===== config.mk =====
export PLATFORM = sky130hd
export DESIGN_NAME = i2s_sample_gain_biquad_filter_core
export DESIGN_NICKNAME = d
export VERILOG_FILES = /design/src/rtl/i2sbq_pkg.sv /design/src/rtl/i2sbq_ctrl.sv /design/src/rtl/i2sbq_datapath.sv /design/src/rtl/i2s_sample_gain_biquad_filter_core.sv
export SDC_FILE = /design/constraint.sdc
export NUM_CORES = 2
export LEC_CHECK = 0
export BUFFER_PORTS_ARGS = -buffer_cell sky130_fd_sc_hd__buf_2
export CORE_ASPECT_RATIO = 0.8
export CORE_UTILIZATION = 32
export CTS_CLUSTER_DIAMETER = 80
export DETAILED_ROUTE_END_ITERATION = 8
export PLACE_DENSITY_LB_ADDON = 0.25
export SLEW_MARGIN = 20
export SYNTH_ARGS = -nofsm -noshare
export SYNTH_HDL_FRONTEND = slang
export SYNTH_SLANG_ARGS = --single-unit

===== constraint.sdc =====
create_clock -name clk -period 17.7 [get_ports clk]
set_input_delay 1.77 -clock clk [delete_from_list [all_inputs] [get_ports clk]]
set_output_delay 1.77 -clock clk [all_outputs]
set_load 0.02 [all_outputs]

===== src/rtl/i2sbq_pkg.sv =====
`timescale 1ns / 1ps
// Shared types, widths and constants of the I2S sample gain and biquad filter.
package i2sbq_pkg;

  // Field and datapath widths.
  localparam int SAMPLE_W  = 16;
  localparam int HALF_W    = 16;
  localparam int COEF_W    = 24;
  localparam int GAIN_W    = 4;
  localparam int X_W       = 20;
  localparam int Y_W       = 40;
  localparam int Y_FRAC_W  = 16;
  localparam int MUL_A_W   = COEF_W;
  localparam int MUL_B_W   = 25;
  localparam int PROD_W    = MUL_A_W + MUL_B_W;
  localparam int ACC_W     = 68;
  localparam int CFG_IDX_W = 3;

  // Default number of fractional coefficient bits.
  localparam int COEF_FRAC_BITS_DEF = 22;

  // Configuration register indexes.
  localparam logic [CFG_IDX_W-1:0] REG_B0   = 3'd0;
  localparam logic [CFG_IDX_W-1:0] REG_B1   = 3'd1;
  localparam logic [CFG_IDX_W-1:0] REG_B2   = 3'd2;
  localparam logic [CFG_IDX_W-1:0] REG_A1   = 3'd3;
  localparam logic [CFG_IDX_W-1:0] REG_A2   = 3'd4;
  localparam logic [CFG_IDX_W-1:0] REG_GAIN = 3'd5;

  // Reset values of the configuration registers.
  localparam logic signed [COEF_W-1:0] B0_RST   = 24'sd3405144;
  localparam logic signed [COEF_W-1:0] B1_RST   = 24'sd6810289;
  localparam logic signed [COEF_W-1:0] B2_RST   = 24'sd3405144;
  localparam logic signed [COEF_W-1:0] A1_RST   = -24'sd6662955;
  localparam logic signed [COEF_W-1:0] A2_RST   = -24'sd2763318;
  localparam logic [GAIN_W-1:0]        GAIN_RST = 4'd3;

  // Order of the products formed on the shared multiplier.
  typedef enum logic [2:0] {
    STEP_GAIN,
    STEP_B1,
    STEP_B2,
    STEP_A1H,
    STEP_A2H,
    STEP_A1L,
    STEP_A2L,
    STEP_B0
  } step_t;

  // Commands from the controller to the datapath.
  typedef struct packed {
    logic  load;
    logic  mul_en;
    step_t step;
    logic  commit;
  } cmd_t;

  // Status from the datapath to the controller.
  typedef struct packed {
    logic out_free;
  } status_t;

endpackage


===== src/rtl/i2sbq_ctrl.sv =====
`timescale 1ns / 1ps
// Controller that sequences the multiply steps of one sample.
module i2sbq_ctrl
  import i2sbq_pkg::*;
(
  input  logic    clk,
  input  logic    rst,
  input  logic    s_tvalid,
  output logic    s_tready,
  input  status_t status,
  output cmd_t    cmd
);

  typedef enum logic [1:0] {
    ST_IDLE,
    ST_RUN,
    ST_ACC,
    ST_DONE
  } state_t;

  state_t state;
  step_t  step;

  // State and step counter.
  always_ff @(posedge clk) begin
    if (rst) begin
      state <= ST_IDLE;
      step  <= STEP_GAIN;
    end else begin
      case (state)
        ST_IDLE: begin
          step <= STEP_GAIN;
          if (s_tvalid) begin
            state <= ST_RUN;
          end
        end
        ST_RUN: begin
          if (step == STEP_B0) begin
            state <= ST_ACC;
          end else begin
            step <= step_t'(step + 3'd1);
          end
        end
        ST_ACC: begin
          state <= ST_DONE;
        end
        ST_DONE: begin
          if (status.out_free) begin
            state <= ST_IDLE;
          end
        end
        default: begin
          state <= ST_IDLE;
        end
      endcase
    end
  end

  // Commands decoded from the state.
  assign s_tready   = (state == ST_IDLE);
  assign cmd.load   = s_tvalid && (state == ST_IDLE);
  assign cmd.mul_en = (state == ST_RUN);
  assign cmd.step   = step;
  assign cmd.commit = (state == ST_DONE) && status.out_free;

endmodule


===== src/rtl/i2sbq_datapath.sv =====
`timescale 1ns / 1ps
// Datapath: coefficient registers, shared multiplier, accumulator, delay line and output.
module i2sbq_datapath
  import i2sbq_pkg::*;
#(
  parameter int COEF_FRAC_BITS = COEF_FRAC_BITS_DEF
) (
  input  logic                 clk,
  input  logic                 rst,
  input  logic                 cfg_en,
  input  logic [CFG_IDX_W-1:0] cfg_index,
  input  logic [COEF_W-1:0]    cfg_data,
  input  logic [2*HALF_W-1:0]  s_tdata,
  output logic                 m_tvalid,
  input  logic                 m_tready,
  output logic [SAMPLE_W-1:0]  m_tdata,
  input  cmd_t                 cmd,
  output status_t              status
);

  logic signed [COEF_W-1:0]   coef_b0;
  logic signed [COEF_W-1:0]   coef_b1;
  logic signed [COEF_W-1:0]   coef_b2;
  logic signed [COEF_W-1:0]   coef_a1;
  logic signed [COEF_W-1:0]   coef_a2;
  logic [GAIN_W-1:0]          input_gain;

  logic signed [SAMPLE_W-1:0] sample;
  logic signed [X_W-1:0]      x_cur;
  logic signed [X_W-1:0]      input_delay_one;
  logic signed [X_W-1:0]      input_delay_two;
  logic signed [Y_W-1:0]      output_delay_one;
  logic signed [Y_W-1:0]      output_delay_two;

  logic signed [MUL_A_W-1:0]  mul_a;
  logic signed [MUL_B_W-1:0]  mul_b;
  logic signed [PROD_W-1:0]   prod;
  logic                       prod_vld;
  step_t                      prod_step;
  logic signed [ACC_W-1:0]    prod_ext;
  logic signed [ACC_W-1:0]    acc;

  logic signed [ACC_W-1:0]    y_full;
  logic                       y_pos_ovf;
  logic                       y_neg_ovf;
  logic signed [Y_W-1:0]      y_sat;
  logic signed [Y_W-Y_FRAC_W:0] y_int;
  logic signed [SAMPLE_W-1:0] y_out;

  // Configuration registers; writes to unused indexes are dropped.
  always_ff @(posedge clk) begin
    if (rst) begin
      coef_b0    <= B0_RST;
      coef_b1    <= B1_RST;
      coef_b2    <= B2_RST;
      coef_a1    <= A1_RST;
      coef_a2    <= A2_RST;
      input_gain <= GAIN_RST;
    end else if (cfg_en) begin
      case (cfg_index)
        REG_B0:   coef_b0    <= cfg_data;
        REG_B1:   coef_b1    <= cfg_data;
        REG_B2:   coef_b2    <= cfg_data;
        REG_A1:   coef_a1    <= cfg_data;
        REG_A2:   coef_a2    <= cfg_data;
        REG_GAIN: input_gain <= cfg_data[GAIN_W-1:0];
        default: begin
        end
      endcase
    end
  end

  // Sample capture: high half bits 14..0 over bit 15 of the low half.
  always_ff @(posedge clk) begin
    if (cmd.load) begin
      sample <= {s_tdata[HALF_W-2:0], s_tdata[2*HALF_W-1]};
    end
  end

  // Operand selection for the shared multiplier. Past outputs are split
  // into a signed integer part and an unsigned 16-bit fraction.
  always_comb begin
    case (cmd.step)
      STEP_GAIN: begin
        mul_a = {{(MUL_A_W-GAIN_W){1'b0}}, input_gain};
        mul_b = {{(MUL_B_W-SAMPLE_W){sample[SAMPLE_W-1]}}, sample};
      end
      STEP_B1: begin
        mul_a = coef_b1;
        mul_b = {{(MUL_B_W-X_W){input_delay_one[X_W-1]}}, input_delay_one};
      end
      STEP_B2: begin
        mul_a = coef_b2;
        mul_b = {{(MUL_B_W-X_W){input_delay_two[X_W-1]}}, input_delay_two};
      end
      STEP_A1H: begin
        mul_a = coef_a1;
        mul_b = {output_delay_one[Y_W-1], output_delay_one[Y_W-1:Y_FRAC_W]};
      end
      STEP_A2H: begin
        mul_a = coef_a2;
        mul_b = {output_delay_two[Y_W-1], output_delay_two[Y_W-1:Y_FRAC_W]};
      end
      STEP_A1L: begin
        mul_a = coef_a1;
        mul_b = {{(MUL_B_W-Y_FRAC_W){1'b0}}, output_delay_one[Y_FRAC_W-1:0]};
      end
      STEP_A2L: begin
        mul_a = coef_a2;
        mul_b = {{(MUL_B_W-Y_FRAC_W){1'b0}}, output_delay_two[Y_FRAC_W-1:0]};
      end
      STEP_B0: begin
        mul_a = coef_b0;
        mul_b = {{(MUL_B_W-X_W){x_cur[X_W-1]}}, x_cur};
      end
      default: begin
        mul_a = '0;
        mul_b = '0;
      end
    endcase
  end

  // Registered product.
  always_ff @(posedge clk) begin
    if (rst) begin
      prod_vld <= 1'b0;
    end else begin
      prod_vld <= cmd.mul_en;
    end
  end

  always_ff @(posedge clk) begin
    if (cmd.mul_en) begin
      prod      <= mul_a * mul_b;
      prod_step <= cmd.step;
    end
  end

  assign prod_ext = {{(ACC_W-PROD_W){prod[PROD_W-1]}}, prod};

  // Accumulate with 16 extra fractional bits; integer-part products are
  // scaled up by 2^16. The gain product becomes the current input x.
  always_ff @(posedge clk) begin
    if (cmd.load) begin
      acc <= '0;
    end else if (prod_vld) begin
      case (prod_step)
        STEP_GAIN: x_cur <= prod[X_W-1:0];
        STEP_A1L, STEP_A2L: acc <= acc + prod_ext;
        default: acc <= acc + {prod_ext[ACC_W-Y_FRAC_W-1:0], {Y_FRAC_W{1'b0}}};
      endcase
    end
  end

  // Floor to 16 fractional bits and clamp to the 40-bit state range.
  assign y_full    = acc >>> COEF_FRAC_BITS;
  assign y_pos_ovf = !y_full[ACC_W-1] && (|y_full[ACC_W-2:Y_W-1]);
  assign y_neg_ovf = y_full[ACC_W-1] && !(&y_full[ACC_W-2:Y_W-1]);

  always_comb begin
    if (y_pos_ovf) begin
      y_sat = {1'b0, {(Y_W-1){1'b1}}};
    end else if (y_neg_ovf) begin
      y_sat = {1'b1, {(Y_W-1){1'b0}}};
    end else begin
      y_sat = y_full[Y_W-1:0];
    end
  end

  // Integer part truncated toward zero, then clamped to 16 bits.
  assign y_int = {y_sat[Y_W-1], y_sat[Y_W-1:Y_FRAC_W]}
               + {{(Y_W-Y_FRAC_W){1'b0}}, (y_sat[Y_W-1] && (|y_sat[Y_FRAC_W-1:0]))};

  always_comb begin
    if (!y_int[Y_W-Y_FRAC_W] && (|y_int[Y_W-Y_FRAC_W-1:SAMPLE_W-1])) begin
      y_out = {1'b0, {(SAMPLE_W-1){1'b1}}};
    end else if (y_int[Y_W-Y_FRAC_W] && !(&y_int[Y_W-Y_FRAC_W-1:SAMPLE_W-1])) begin
      y_out = {1'b1, {(SAMPLE_W-1){1'b0}}};
    end else begin
      y_out = y_int[SAMPLE_W-1:0];
    end
  end

  // Delay line update at the end of each sample.
  always_ff @(posedge clk) begin
    if (rst) begin
      input_delay_one  <= '0;
      input_delay_two  <= '0;
      output_delay_one <= '0;
      output_delay_two <= '0;
    end else if (cmd.commit) begin
      input_delay_two  <= input_delay_one;
      input_delay_one  <= x_cur;
      output_delay_two <= output_delay_one;
      output_delay_one <= y_sat;
    end
  end

  // Output register.
  always_ff @(posedge clk) begin
    if (rst) begin
      m_tvalid <= 1'b0;
    end else if (cmd.commit) begin
      m_tvalid <= 1'b1;
    end else if (m_tready) begin
      m_tvalid <= 1'b0;
    end
  end

  always_ff @(posedge clk) begin
    if (cmd.commit) begin
      m_tdata <= y_out;
    end
  end

  assign status.out_free = !m_tvalid || m_tready;

endmodule


===== src/rtl/i2s_sample_gain_biquad_filter_core.sv =====
`timescale 1ns / 1ps
// Top level of the I2S sample gain and direct-form-1 biquad filter.
// Each input beat carries one I2S slot; the block forms a 16-bit sample from
// high-half bits 14..0 and low-half bit 15, multiplies it by input_gain and
// runs it through one biquad with signed coefficients of COEF_FRAC_BITS
// fractional bits and past outputs kept with 16 fractional bits. One output
// beat follows each input beat: y truncated toward zero and saturated to
// int16. All products go through one shared 24x25 multiplier, eight per
// sample. After an input beat is accepted, the block runs the multiply steps,
// then an accumulate state, then a result state in which the result is
// written to the output register; it takes the next input beat once it has
// left the result state. If the previous result is still pending there, the
// block holds in its result state until the output register frees up. A
// finished result waits in the output register while the next sample is
// computed. Configuration registers should be written only while no sample
// is in flight, since the datapath reads them throughout a sample.
module i2s_sample_gain_biquad_filter_core
  import i2sbq_pkg::*;
#(
  parameter int COEF_FRAC_BITS = COEF_FRAC_BITS_DEF
) (
  input  logic                 clk,
  input  logic                 rst,
  input  logic                 cfg_en,
  input  logic [CFG_IDX_W-1:0] cfg_index,
  input  logic [COEF_W-1:0]    cfg_data,
  input  logic                 s_tvalid,
  output logic                 s_tready,
  input  logic [2*HALF_W-1:0]  s_tdata,   // high_half [15:0], low_half [31:16]
  output logic                 m_tvalid,
  input  logic                 m_tready,
  output logic [SAMPLE_W-1:0]  m_tdata    // filtered_sample [15:0]
);

  cmd_t    cmd;
  status_t status;

  // Step sequencer.
  i2sbq_ctrl u_ctrl (
    .clk      (clk),
    .rst      (rst),
    .s_tvalid (s_tvalid),
    .s_tready (s_tready),
    .status   (status),
    .cmd      (cmd)
  );

  // Arithmetic and state.
  i2sbq_datapath #(
    .COEF_FRAC_BITS (COEF_FRAC_BITS)
  ) u_datapath (
    .clk       (clk),
    .rst       (rst),
    .cfg_en    (cfg_en),
    .cfg_index (cfg_index),
    .cfg_data  (cfg_data),
    .s_tdata   (s_tdata),
    .m_tvalid  (m_tvalid),
    .m_tready  (m_tready),
    .m_tdata   (m_tdata),
    .cmd       (cmd),
    .status    (status)
  );

`ifndef ASSERT_OFF
  // Once a beat is taken, the next one waits for the current sample.
  a_busy_after_accept: assert property (@(posedge clk) disable iff (rst)
    (s_tvalid && s_tready) |=> !s_tready)
    else $error("input accepted while a sample is in progress");

  // A result is written only into a free output register.
  a_commit_free: assert property (@(posedge clk) disable iff (rst)
    cmd.commit |-> (!m_tvalid || m_tready))
    else $error("result overwrote a pending output beat");

  // A new output beat appears only at the end of a sample's work.
  a_out_after_work: assert property (@(posedge clk) disable iff (rst)
    $rose(m_tvalid) |-> $past(!s_tready))
    else $error("output beat raised while idle");
`endif

endmodule


==> flow_metrics.tcl <==
set metrics [dict create \
    hold_buffers 0 \
    tns_ns 0 \
    first_iter_violations 3679 \
    critPathMaxFanout 45 \
    cp-end-kind "flip-flop" \
    dieWidth_um 423 \
    dr.pass1.iters 8 \
    synth_nets 6381 \
    start_util_pct 32.3 \
    crit_type "flip-flop to flip-flop" \
    vias 38555 \
    fin_crit_sh_pct 61.2 \
    coreArea_um2 141000 \
    cts_setup_buffers 0 \
    fin_nets 6300 \
    whs_ns 0.454 \
    violations "DRC" \
    drive_above_1_share_pct 6.06 \
    synth-async-reset-ratio_pct 0 \
    synth_seq_area_share_pct 20.9 \
    numCtsBuffers 51 \
    via_per_inst 5.30 \
    finalSetupViolations 0 \
    portBuffers 65 \
    synth-edff-count 104 \
    cp_common_cell "fa_1" \
    rsz0062_at_grt "no" \
    clkLatencyLatePin_ns 0.65 \
    num-fill-cells 14745 \
    area.sequential_um2 9510 \
    crit_slowest_cell "nor2_1" \
    totalWireLength_um 156000 \
    pin_count 82 \
    track_usage_pct 21.5 \
    worstPathRequired_ns 18.21 \
    worstPathArrival_ns 11.34 \
    hp-class "flip-flop to flip-flop" \
    drc 42 \
    synthCells 5439 \
    fmax_mhz 92.3 \
    min_period_ns 10.84 \
    synth.distinct_cells 82 \
    clkTransAtPathRegs_ns 0.06 \
    synth_warnings 0 \
    std_cell_rows 123 \
    wl_per_cell_um 21.5 \
    critPathMaxStageDelay_ns 0.81 \
    cts_buffer_depth 3 \
    drv_cap 0 \
    multiInputGateArea_um2 32300 \
    area_delta_synth_final_pct 9.41 \
    grt_pass1_wl_um 237000 \
    die_area_um2 144000 \
    cts-resized-gates 0 \
    ys_seq_elements 423 \
    maxSlewViolCount 0 \
    grt_max_degree 110 \
    syn_avg_cell_area_um2 8.35 \
    die_y_um 339 \
    slew_headroom_pct 23.5 \
    start_kind "flip-flop" \
    clock-root-buffer "clkbuf_16" \
    clock_sinks 423 \
    htree_levels 2 \
    skew_ns 0.0332 \
    status "finished, violations left" \
    syn-cell-area_um2 45400 \
    drtAntennaViolNets 0 \
    grt-ovfl-total 0 \
    hpwl_um 118000 \
    regToRegSetupSlack_ns 6.86 \
    cts_tree "yes" \
    gp_congestion 0.952 \
    grt_pass1_vias 37445 \
    hold_violations 0 \
    worst_pin_slew_ns 1.13 \
    synth_flop_cell "dfxtp_1" \
    antenna_found_initial 2 \
]
==> Yosys cell counts (all sizes together), types with 36 or more instances <==
cell type  count  share of area [%]
a211oi        39               0.64
xnor2         95                1.8
nand4         53               0.76
o21ai        178                2.0
xor2          58                1.1
a21oi        426                4.7
inv          725                6.0
nand3         59               0.66
nand3b        70                1.2
nand2       1047                8.7
fa           616                 27
a222oi        36               0.79
a21o          82                1.4
ha           262                7.2
nor3          63               0.70
and2          61               0.84
dfxtp        319                 14
nor2         394                3.3
edfxtp       104                6.9
clkbuf       274                2.3
==> cell type report <==
cell class / instances / area share [%]
repair buffers: 162 / 2.15
multi-input cells: 3993 / 64.9
diodes: 1 / 0.00503
inverters: 727 / 5.49
clock inverters: 23 / 0.536
flip-flops and latches: 423 / 19.1
well taps: 1875 / 4.72
clock buffers: 72 / 3.05
==> metal layers <==
layer / vias to the layer above / routed length (um) / global-route usage, %
met5: - / 0 / 0
met4: 0 / 2520 / 3.80
met3: 140 / 12100 / 3.33
met2: 1350 / 67400 / 32.3
met1: 19432 / 74200 / 32.6
li1: 17633 / - / -
==> worst paths after layout <==
path | to | from | cells after the start
setup / recovery | u_datapath.prod[45]$_DFFE_PP_ | u_ctrl.step[1]$_SDFFE_PP0P_ | 36
hold / removal | u_datapath.input_delay_two[9]$_SDFFE_PP0P_ | u_datapath.input_delay_two[9]$_SDFFE_PP0P_ | 2
setup reg to reg | u_datapath.prod[45]$_DFFE_PP_ | u_ctrl.step[1]$_SDFFE_PP0P_ | 36
hold reg to reg | u_datapath.input_delay_two[9]$_SDFFE_PP0P_ | u_datapath.input_delay_two[9]$_SDFFE_PP0P_ | 2
==> worst max-delay path, delay by kind of cell (launching register included) <==
| kind | cells | cell delay [ns] |
|---|---|---|
| AO/OA/AOI/OAI | 10 | 2.47 |
| adder cells (fa/ha/maj) | 9 | 4.14 |
| buffers and inverters | 9 | 1.52 |
| flip-flops | 1 | 0.39 |
| AND/OR/NAND/NOR | 8 | 2.13 |
==> state kept, by name, indices dropped and copies added, names as in the netlist, 2 cells and up <==
name and count:
u_datapath.m_tdata 16, u_datapath.prod_step 3, u_datapath.prod 49, u_datapath.output_delay_two 40, u_datapath.coef_b2 24, u_datapath.input_delay_one 20
u_datapath.coef_a2 24, u_datapath.acc 68, u_datapath.input_gain 4, u_datapath.coef_b0 24, u_datapath.x_cur 20, u_datapath.sample 16
u_datapath.coef_b1 24, u_ctrl.step 3, u_datapath.coef_a1 24, u_datapath.output_delay_one 40, u_ctrl.state 2, u_datapath.input_delay_two 20
==> cell families (layout without fill, tap and decap cells) <==
logic type / after synthesis / count (layout) / share of synthesized area [%]
buffers and inverters: 1023 / 984 / 8.49
and+or+nand+nor: 1911 / 1911 / 18.6
AOI/OAI and AO/OA: 1042 / 1042 / 14.5
DFF: 423 / 423 / 20.9
muxes: 9 / 9 / 0.204
other: 0 / 1 / 0
xor gates and xnor gates: 153 / 153 / 2.95
adders and majority gates: 878 / 878 / 34.4
==> placed cells by master (no fill, tap or decap), types with 31 or more instances in the layout <==
master     count
ha_1         260
and2_1        61
clkbuf_16     53
nand2_1     1045
inv_1        723
xnor2_1       95
nor2b_1       31
nor3_1        61
buf_2         64
a21o_1        81
edfxtp_1     104
a31oi_1       31
a21oi_1      413
a211oi_1      39
fa_1         616
a222oi_1      36
nand3_1       57
nand4_1       51
dfxtp_1      319
xor2_1        58
buf_4         96
a22oi_1       34
nand2b_1      33
o21ai_0      163
nor2_1       390
nand3b_1      70
==> per-stage QoR <==
stage | area (um^2) | utilization [%] | setup WS (ns) | instances
global placement | 47900 | 34.0 | 6.93 | 7179
floorplan | 45400 | - | 9.02 | 5439
CTS | 49700 | 35.3 | 6.89 | 7274
global route | 49700 | 35.3 | 6.21 | 7275
detailed placement | 47900 | 34.0 | 6.94 | 7179
finish | 49700 | 35.3 | 6.86 | 7276
Power is left out: the tool's default activity adds up to more than one toggle a clock period on the data nets, which glitch-free logic cannot reach.
